`src/rtl/sktl_pkg.sv`:
```
// sktl_pkg: shared types and constants for the sorted top-k list block.
// Holds the item layouts, the entry type and the default capacity.
// No dependencies.
package sktl_pkg;

  localparam int CAPACITY_DEF = 16;
  localparam int SCORE_W      = 16;
  localparam int TAG_W        = 16;
  localparam int RANK_W       = 5;

  // opcode codes
  localparam logic OP_INSERT = 1'b0;
  localparam logic OP_READ   = 1'b1;

  // one stored entry
  typedef struct packed {
    logic signed [SCORE_W-1:0] score;
    logic        [TAG_W-1:0]   tag;
  } entry_t;

  // input item
  typedef struct packed {
    logic                      opcode;
    logic signed [SCORE_W-1:0] new_score;
    logic        [TAG_W-1:0]   new_tag;
  } req_item_t;

  // result item
  typedef struct packed {
    logic        [RANK_W-1:0]  rank;
    logic signed [SCORE_W-1:0] entry_score;
    logic        [TAG_W-1:0]   entry_tag;
    logic                      entry_valid;
    logic                      last;
  } rsp_item_t;

  // controls broadcast to every cell of the chain
  typedef struct packed {
    logic   ins_start; // insert item accepted this cycle
    logic   ins_en;    // insert accepted and entry not dropped
    logic   rot_en;    // rotate the list one place towards cell 0
    entry_t cand;      // entry being inserted
  } cell_ctrl_t;

endpackage

```
`src/rtl/sktl_chan_if.sv`:
```
// sktl_chan_if: valid/ready channel carrying one item of type T.
// Used for both the request and the result channel; no dependencies.
interface sktl_chan_if #(
  parameter type T = logic
);
  logic valid;
  logic ready;
  T     data;

  modport source (output valid, output data, input ready);
  modport sink   (input valid, input data, output ready);
endinterface

```
`src/rtl/sktl_cell.sv`:
```
// sktl_cell: one slot of the sorted chain, with its compare-and-shift logic.
// Depends on sktl_pkg.
module sktl_cell #(
  parameter int INDEX = 0,
  parameter int IDX_W = 5
) (
  input  logic                clk,
  input  sktl_pkg::cell_ctrl_t ctrl,
  input  logic [IDX_W-1:0]    fill,
  input  logic                prev_keep,
  input  sktl_pkg::entry_t    left,
  input  sktl_pkg::entry_t    right,
  input  sktl_pkg::entry_t    wrap,
  output sktl_pkg::entry_t    entry,
  output logic                keep,
  output logic                here
);
  import sktl_pkg::*;

  localparam logic [IDX_W-1:0] MY_IDX = IDX_W'(INDEX);

  logic occupied;
  logic is_tail;
  logic ins_here;

  // slot decisions against the candidate and the fill count
  assign occupied = MY_IDX < fill;
  assign is_tail  = MY_IDX == (fill - 1'b1);
  assign keep     = occupied && ($signed(entry.score) >= $signed(ctrl.cand.score));
  assign ins_here = prev_keep && !keep;

  // slot storage: hold, take the new entry, shift right, or rotate left
  always_ff @(posedge clk) begin
    if (ctrl.ins_en) begin
      if (ins_here) begin
        entry <= ctrl.cand;
      end else if (!keep) begin
        entry <= left;
      end
    end else if (ctrl.rot_en) begin
      entry <= is_tail ? wrap : right;
    end
    if (ctrl.ins_start) begin
      here <= ins_here;
    end
  end

endmodule

```
`src/rtl/sorted_top_k_list_core.sv`:
```
// sorted_top_k_list_core: bounded list of CAPACITY entries in descending score order.
// Insert: the compare-and-shift chain places the entry in the accept cycle; the rank is
//   encoded in S_INS, and no new request is taken until the result has been loaded.
// Read: one result per cycle for n entries (one result for an empty list) while the result
//   register is free; the chain rotates one place per result and is restored at the end.
// Reset (rst, synchronous, active high) empties the list; slot contents are not cleared.
module sorted_top_k_list_core #(
  parameter int CAPACITY = sktl_pkg::CAPACITY_DEF
) (
  input logic       clk,
  input logic       rst,
  sktl_chan_if.sink   req,
  sktl_chan_if.source rsp
);
  import sktl_pkg::*;

  localparam int IDX_W = $clog2(CAPACITY + 1);

  typedef enum logic [1:0] {S_IDLE, S_INS, S_RD} state_t;

  state_t              state;
  logic [IDX_W-1:0]    fill;
  logic [IDX_W-1:0]    rd_idx;
  logic [IDX_W-1:0]    last_idx;
  logic [IDX_W-1:0]    rank_enc;
  entry_t              evict;
  logic                evict_v;
  logic                dropped_q;
  rsp_item_t           out_q;
  logic                out_valid;

  cell_ctrl_t          ctrl;
  entry_t              cell_q  [CAPACITY];
  entry_t              left_d  [CAPACITY];
  entry_t              right_d [CAPACITY];
  logic [CAPACITY:0]   keep_chain;
  logic [CAPACITY-1:0] here_q;

  logic req_fire;
  logic is_ins;
  logic dropped;
  logic out_free;
  logic out_load;

  // handshake
  assign req.ready = (state == S_IDLE);
  assign req_fire  = req.valid && req.ready;
  assign is_ins    = req_fire && (req.data.opcode == OP_INSERT);
  assign out_free  = !out_valid || rsp.ready;
  assign out_load  = out_free && ((state == S_INS) || (state == S_RD));
  assign rsp.valid = out_valid;
  assign rsp.data  = out_q;

  // broadcast controls
  assign dropped        = keep_chain[CAPACITY];
  assign last_idx       = fill - 1'b1;
  assign ctrl.ins_start = is_ins;
  assign ctrl.ins_en    = is_ins && !dropped;
  assign ctrl.rot_en    = (state == S_RD) && out_free && (fill != '0);
  assign ctrl.cand.score = req.data.new_score;
  assign ctrl.cand.tag   = req.data.new_tag;
  assign keep_chain[0]   = 1'b1;

  // chain of cells
  for (genvar i = 0; i < CAPACITY; i++) begin : g_cell
    if (i == 0) begin : g_left_head
      assign left_d[i] = ctrl.cand;
    end else begin : g_left
      assign left_d[i] = cell_q[i-1];
    end
    if (i == CAPACITY - 1) begin : g_right_tail
      assign right_d[i] = cell_q[0];
    end else begin : g_right
      assign right_d[i] = cell_q[i+1];
    end

    sktl_cell #(
      .INDEX (i),
      .IDX_W (IDX_W)
    ) u_cell (
      .clk       (clk),
      .ctrl      (ctrl),
      .fill      (fill),
      .prev_keep (keep_chain[i]),
      .left      (left_d[i]),
      .right     (right_d[i]),
      .wrap      (cell_q[0]),
      .entry     (cell_q[i]),
      .keep      (keep_chain[i+1]),
      .here      (here_q[i])
    );
  end

  // one-hot insertion point to rank
  always_comb begin
    rank_enc = '0;
    for (int i = 0; i < CAPACITY; i++) begin
      if (here_q[i]) begin
        rank_enc = rank_enc | IDX_W'(i);
      end
    end
  end

  // sequencer, fill count and result register
  always_ff @(posedge clk) begin
    if (rst) begin
      state     <= S_IDLE;
      out_valid <= 1'b0;
      fill      <= '0;
      rd_idx    <= '0;
    end else begin
      // result valid: set on a load, cleared once taken
      if (out_load) begin
        out_valid <= 1'b1;
      end else if (rsp.ready) begin
        out_valid <= 1'b0;
      end
      case (state)
        S_IDLE: begin
          if (req_fire) begin
            if (req.data.opcode == OP_INSERT) begin
              if (!dropped && (fill != IDX_W'(CAPACITY))) begin
                fill <= fill + 1'b1;
              end
              evict     <= cell_q[CAPACITY-1];
              evict_v   <= !dropped && (fill == IDX_W'(CAPACITY));
              dropped_q <= dropped;
              state     <= S_INS;
            end else begin
              rd_idx <= '0;
              state  <= S_RD;
            end
          end
        end
        S_INS: begin
          if (out_free) begin
            out_q.rank        <= dropped_q ? RANK_W'(CAPACITY) : RANK_W'(rank_enc);
            out_q.entry_score <= evict_v ? evict.score : '0;
            out_q.entry_tag   <= evict_v ? evict.tag : '0;
            out_q.entry_valid <= evict_v;
            out_q.last        <= 1'b1;
            state             <= S_IDLE;
          end
        end
        S_RD: begin
          if (out_free) begin
            if (fill == '0) begin
              // empty list: a single blank result
              out_q.rank        <= '0;
              out_q.entry_score <= '0;
              out_q.entry_tag   <= '0;
              out_q.entry_valid <= 1'b0;
              out_q.last        <= 1'b1;
              state             <= S_IDLE;
            end else begin
              out_q.rank        <= RANK_W'(rd_idx);
              out_q.entry_score <= cell_q[0].score;
              out_q.entry_tag   <= cell_q[0].tag;
              out_q.entry_valid <= 1'b1;
              out_q.last        <= (rd_idx == last_idx);
              rd_idx            <= rd_idx + 1'b1;
              if (rd_idx == last_idx) begin
                state <= S_IDLE;
              end
            end
          end
        end
        default: begin
          state <= S_IDLE;
        end
      endcase
    end
  end

`ifndef SYNTH
  // fill count stays within capacity
  a_fill_bound: assert property (@(posedge clk) disable iff (rst)
    fill <= IDX_W'(CAPACITY))
    else $error("fill count above capacity");

  // at most one insertion point while the rank is encoded
  a_one_point: assert property (@(posedge clk) disable iff (rst)
    (state == S_INS) |-> $onehot0(here_q))
    else $error("more than one insertion point");

  // a placed entry into a list with room grows the fill count by one
  a_fill_grow: assert property (@(posedge clk) disable iff (rst)
    (is_ins && !dropped && (fill != IDX_W'(CAPACITY))) |=> (fill == $past(fill) + 1'b1))
    else $error("fill count did not grow on insert");

  // a read never runs past the last entry
  a_rd_bound: assert property (@(posedge clk) disable iff (rst)
    (state == S_RD && fill != '0) |-> (rd_idx < fill))
    else $error("read index past fill count");
`endif

endmodule

```
`src/flat_wrapper.sv`:
```
// flat-port wrapper written by rule: the top's interface ports become plain ports
module sorted_top_k_list_core_flat import sktl_pkg::*;
#(
  parameter int CAPACITY = sktl_pkg::CAPACITY_DEF
)
  (clk, rst, req_valid, req_data, req_ready, rsp_valid, rsp_data, rsp_ready);
  sktl_chan_if #(.T(req_item_t)) req_i ();
  sktl_chan_if #(.T(rsp_item_t)) rsp_i ();
  input logic clk;
  input logic rst;
  input wire logic [$bits(req_i.valid)-1:0] req_valid;
  input wire logic [$bits(req_i.data)-1:0] req_data;
  output wire logic [$bits(req_i.ready)-1:0] req_ready;
  output wire logic [$bits(rsp_i.valid)-1:0] rsp_valid;
  output wire logic [$bits(rsp_i.data)-1:0] rsp_data;
  input wire logic [$bits(rsp_i.ready)-1:0] rsp_ready;
  assign req_i.valid = req_valid;
  assign req_i.data = req_data;
  assign req_ready = req_i.ready;
  assign rsp_valid = rsp_i.valid;
  assign rsp_data = rsp_i.data;
  assign rsp_i.ready = rsp_ready;
  sorted_top_k_list_core #(.CAPACITY(CAPACITY)) u_core (.clk(clk), .rst(rst), .req(req_i), .rsp(rsp_i));
endmodule
```
`config.mk`:
```
export PLATFORM = sky130hd
export DESIGN_NAME = sorted_top_k_list_core_flat
export DESIGN_NICKNAME = d
export VERILOG_FILES = /design/src/rtl/sktl_pkg.sv /design/src/rtl/sktl_chan_if.sv /design/src/rtl/sktl_cell.sv /design/src/rtl/sorted_top_k_list_core.sv /design/src/flat_wrapper.sv
export SDC_FILE = /design/constraint.sdc
export NUM_CORES = 2
export LEC_CHECK = 0
export BUFFER_PORTS_ARGS = -buffer_cell sky130_fd_sc_hd__buf_4
export CAP_MARGIN = 15
export CORE_MARGIN = 2
export CORE_UTILIZATION = 35
export CTS_CLUSTER_SIZE = 28
export DETAILED_ROUTE_END_ITERATION = 12
export PLACE_DENSITY = 0.51
export RECOVER_POWER = 100
export SLEW_MARGIN = 20
export SYNTH_ARGS = -nofsm -noshare
export SYNTH_HDL_FRONTEND = slang
export SYNTH_HIERARCHICAL = 1
export SYNTH_SLANG_ARGS = --single-unit
```
`constraint.sdc`:
```
create_clock -name clk -period 8.4 [get_ports clk]
set_input_delay 2.52 -clock clk [delete_from_list [all_inputs] [get_ports clk]]
set_output_delay 2.52 -clock clk [all_outputs]
set_load 0.05 [all_outputs]
```
Yosys cells after proc, flatten, opt, wreduce, memory -nomap -nowiden --
Cells that the tools add are included.
Storage, ports and cells: output and inout port bits 41, bits in latches 0, ROM bits 0, RAM bits 0, register bits 613, word-level logic and storage cells 339, memories kept 0
Cells by class: div/mod/pow operators 0, shift-type cells 0, reductions and logical operators 86, $lt $le $gt $ge 32, multiply operators 0, eq/ne operators 42, add/sub/neg operators 3, muxes and demuxes 114, bitwise operators 2
Operators by type and width (number):
- $mux 32 | 78
- $ge 16x16->1 | 16
- $mux 39 | 3
- $pmux 39 s2 | 1
- $ne 3x3->1 const B | 16
- $lt 4x5->1 const A | 8
- $logic_and 1x1->1 | 39
- $eq 4x5->1 const A | 7
- $mux 16 | 2
- $mux 4 | 8
- $reduce_and 2->1 | 15
- $mux 5 | 5
- $eq 3x5->1 const A | 4
- $lt 3x5->1 const A | 4
- $logic_not 1->1 | 16
- $mux 2 | 8
- $reduce_and 4->1 | 4
- $mux 3 | 4
- $add 5x1->5 const B | 2
- $eq 2x5->1 const A | 2
- $logic_not 5->1 | 2
- $lt 1x5->1 const A | 2
- $lt 2x5->1 const A | 2
- $pmux 5 s2 | 1
- other kinds (18) | 30

Logic depth before layout (Yosys ltp) --
depth after elaboration 18, mapped depth 15, depth with buffers taken out 13

By module --
Netlist, hierarchy kept.
By module, submodules not included:
- sorted_top_k_list_core | instances 1, cells an instance 236, area an instance 3530.9 µm²
- sktl_cell at u_core.g_cell[5].u_cell | instances 1, cells an instance 307, area an instance 3120.5 µm²
- sktl_cell at u_core.g_cell[3].u_cell | instances 1, cells an instance 271, area an instance 2880.3 µm²
- sktl_cell at u_core.g_cell[4].u_cell | instances 1, cells an instance 293, area an instance 2820.2 µm²
- sktl_cell at u_core.g_cell[15].u_cell | instances 1, cells an instance 309, area an instance 2791.4 µm²
- sktl_cell at u_core.g_cell[14].u_cell | instances 1, cells an instance 272, area an instance 2731.4 µm²
- sktl_cell at u_core.g_cell[12].u_cell | instances 1, cells an instance 272, area an instance 2728.9 µm²
- sktl_cell at u_core.g_cell[10].u_cell | instances 1, cells an instance 294, area an instance 2673.8 µm²
- sktl_cell at u_core.g_cell[6].u_cell | instances 1, cells an instance 271, area an instance 2670.1 µm²
- sktl_cell at u_core.g_cell[11].u_cell | instances 1, cells an instance 291, area an instance 2650.0 µm²
- sktl_cell at u_core.g_cell[13].u_cell | instances 1, cells an instance 259, area an instance 2633.8 µm²
- sktl_cell at u_core.g_cell[0].u_cell | instances 1, cells an instance 294, area an instance 2617.5 µm²
- sktl_cell at u_core.g_cell[1].u_cell | instances 1, cells an instance 293, area an instance 2617.5 µm²
- sktl_cell at u_core.g_cell[2].u_cell | instances 1, cells an instance 289, area an instance 2556.2 µm²
- +3 rows

Least setup slack after synthesis --
No wires, ideal clock.
kind input to register, start point input port req_data[31], end point register u_core/g_cell[15].u_cell/entry[0] (netlist bit), enable pin, arrival 7.209 ns, setup time 0.432 ns, path buffers 2, path slack 0.760 ns, cell stages on the path 11, cell sequence inv_1 > ha_1 > nand4_2 > a2111oi_4 > nor4_1 > o31a_1 > and4bb_2 > clkbuf_1 > clkbuf_1 > nor2_1 > a21oi_1
RTL lines:
- start, declared | RTL line flat_wrapper.sv:12 | input wire logic [$bits(req_i.data)-1:0] req_data;
- end signal, assigned | RTL line sktl_cell.sv:36 | entry <= ctrl.cand;
- end signal, assigned | RTL line sktl_cell.sv:38 | entry <= left;
- end signal, assigned | RTL line sktl_cell.sv:41 | entry <= is_tail ? wrap : right;
- end, declared | RTL line sktl_cell.sv:14 | output sktl_pkg::entry_t entry,

Worst setup path after layout --
start point input port req_data[31], end point register u_core/g_cell[7].u_cell/entry[5] (netlist bit) (data pin)
On the way: elaborated cells on any way between the ends 12
RTL lines:
- $ge 16x16->1 | RTL line sktl_cell.sv:29 | assign keep = occupied && ($signed(entry.score) >= $signed(ctrl.cand.score));
- $logic_and 1x1->1 | RTL line sktl_cell.sv:29
- net u_core.keep_chain[7] | RTL line sorted_top_k_list_core.sv:36 | logic [CAPACITY:0] keep_chain;
- $logic_and 1x1->1 | RTL line sktl_cell.sv:30 | assign ins_here = prev_keep && !keep;
- $mux 32 | RTL line sktl_cell.sv:35 | if (ins_here) begin
- $mux 32 | RTL line sktl_cell.sv:34 | if (ctrl.ins_en) begin
- end signal, assigned | RTL line sktl_cell.sv:36
- end signal, assigned | RTL line sktl_cell.sv:38
- end signal, assigned | RTL line sktl_cell.sv:41
- end, declared | RTL line sktl_cell.sv:14
The timed path passes the listed nets, and every way through them passes these cells. A chain may end at the register's enable or synchronous reset.

==> results by group <==
Status
  – Outcome: complete, but fails checks
  – Violated checks: max-capacitance violations, max-slew violations

Clock network
  – Depth of the CTS H-tree: 3
  – CTS tree: built
  – Post-CTS Setup Bufs: 0
  – Clk sinks: 613
  – Clock tree buffer depth: 3
  – CTS resizes: 0
  – Root Buffer: clkbuf_16
  – Hold_buf cts: 0
  – CTS buffer count: 80
  – Clock slew at reported path FFs: 0.06 ns
  – Worst-Skew Late Latency: 0.72 ns

Floorplanning
  – Die area: 0.136 mm²
  – Initial Util: 0.353
  – Die Span Y: 369 µm
  – Core region area: 0.132 mm²
  – Chip Width: 369 µm
  – I/O pin count: 78
  – Row cnt: 133

Global routing
  – Vias in the first global route: 39600
  – GRT Total Usage: 0.277
  – Remaining global-route overflow: 0
  – First-pass GRT wire length: 282000 µm
  – Antenna violations before repair: 15
  – Largest net degree at the start of global routing: 163

Route
  – Drt pass-1 iters: 6
  – Routed via count: 41500
  – Post-DRT Antenna Nets: 0
  – Via/cell ratio: 6.46
  – Post-DR wirelength/cell: 30.2 µm
  – Total wire length: 194000 µm
  – DRC Markers: 0
  – Initial DRC count: 5039

Logic synthesis
  – Post-Synthesis Cells: 4699
  – YS warnings: 6
  – Avg Inst Size Synth: 9.90 µm²
  – Post-Syn Area: 0.0465 mm²

STA
  – Crit share post-route: 0.911
  – Measured slew at the worst slew-check pin: 3.06 ns
  – Slew Viols, Final: 509
  – Hold_ws: 0.425 ns
  – Final Hold Viols: 0
  – Clk_skew: 0.0501 ns
  – Max-slew headroom: -1.05
  – Unrepaired setup endpoints after global routing: false
  – Tmin final: 7.65 ns
  – Setup TNS: 0 ns
  – FMAX: 131 MHz
  – Final setup viols: 0

Placement
  – Gpl congestion: 0.884
  – Detailed-placement wirelength estimate: 131000 µm
  – PortBufs: 77
  – Dpl cell area: 0.0487 mm²

Power
  – Clock power frac: 0.370
  – Lkg Pwr: 0.0184 µW
  – Switching share of total power: 0.334
  – PD cells: 200 mW/mm²
  – Gate power share: 0.223
  – Max VDD drop: 0.000133 V
  – Internal power: 6760 µW
  – Flop pwr share: 0.407
  – Sw Pwr: 3390 µW

Layout
  – Synth-to-Final Area Change: 9.14%
  – Layout Nets: 4904
  – Layout cells sized above 1: 0.127
  – Post-route cell area: 0.0508 mm²

Setup path
  – Startpoint Class: input pin
  – Crit path kind: in2reg
  – Critical Path End Type: register
  – WP data required: 8.81 ns
  – Crit path max fanout: 34
  – Worst EP arrival: 8.06 ns

Hold path
  – HP Class: reg2reg

Job
  – Max-cap violation count: 16
worst max-delay path: stages:
cell	delay, ns
buf_4	0.20
clkbuf_1	1.42
inv_1	0.18
ha_1	0.42
nand4_1	0.19
or4_1	0.59
o32a_1	0.30
buf_4	0.28
a21oi_1	0.41
nand3_1	0.11
clkbuf_2	0.55
o21ai_0	0.66
a22oi_1	0.17
power by group through the flow:
stage | clock network, µW | registers, µW | logic [µW]
3_3_place_gp | 0 | 4180 | 2240
6_report | 3760 | 4130 | 2270
3_5_place_dp | 0 | 4180 | 2270
4_1_cts | 3810 | 4120 | 2280
2_1_floorplan | 0 | 4100 | 1420
5_1_grt | 3910 | 4150 | 2450
layout by cell type (no fill, tap or decap), types with 165 or more instances in the layout:
cell      instances
edfxtp_1        600
inv_1           367
a211oi_1        327
a31oi_1         267
ha_1            262
nand3_1         227
nor2_1          198
a311oi_1        171
a21oi_1         167
and2_1          165
sequential cells by signal, summed over array words and instances, names as in the netlist:
name                        count
u_core/g_cell.u_cell/here      15
u_core/g_cell.u_cell/entry    512
u_core/fill                     5
u_core/state                    2
u_core/evict                   32
u_core/dropped_q                1
u_core/rsp.valid                1
u_core/rsp.data                39
u_core/rd_idx                   5
u_core/evict_v                  1
through the flow:
| stage | total power [µW] | utilization | worst slack (ns) | instances |
|---|---|---|---|---|
| 4_1_cts | 10200 | 0.391 | 1.59 | 6425 |
| 3_3_place_gp | 6430 | 0.370 | 0.869 | 6274 |
| 6_report | 10200 | 0.386 | 0.749 | 6428 |
| 2_1_floorplan | 5520 | - | 0.760 | 4701 |
| 3_5_place_dp | 6450 | 0.370 | 0.822 | 6276 |
| 5_1_grt | 10500 | 0.386 | 0.606 | 6427 |
area by class of cell:
cell class                 instances  area, µm²
clock inverter                    57        664
clock buffer                      92       2100
antenna                            1       2.50
sequential                       613      18300
inverter                         371       1400
tap                             1755       2200
multi-input combinational       3301      24400
fill                           13100      80900
timing repair buffer             238       1690
path summary, 6_finish.rpt:
check / from / end / slack [ns] / cells past startpoint
max reg2reg: u_core/fill[0] / u_core/g_cell[0].u_cell/entry[30] / 2.28 / 9
max: req_data[31] / u_core/g_cell[7].u_cell/entry[5] / 0.75 / 13
min reg2reg: u_core/g_cell[15].u_cell/entry[1] / u_core/evict[1] / 0.43 / 0
min: u_core/g_cell[15].u_cell/entry[1] / u_core/evict[1] / 0.43 / 0
metal layers:
| metal | track usage | part of all wire | wire [µm] |
|---|---|---|---|
| met1 | 0.380 | 0.43 | 82600 |
| met2 | 0.416 | 0.43 | 84300 |
| met3 | 0.0567 | 0.089 | 17300 |
| met4 | 0.131 | 0.052 | 10100 |
| met5 | 0 | 0.00013 | 26 |
Note: power is estimated with default switching activity, not from simulation.
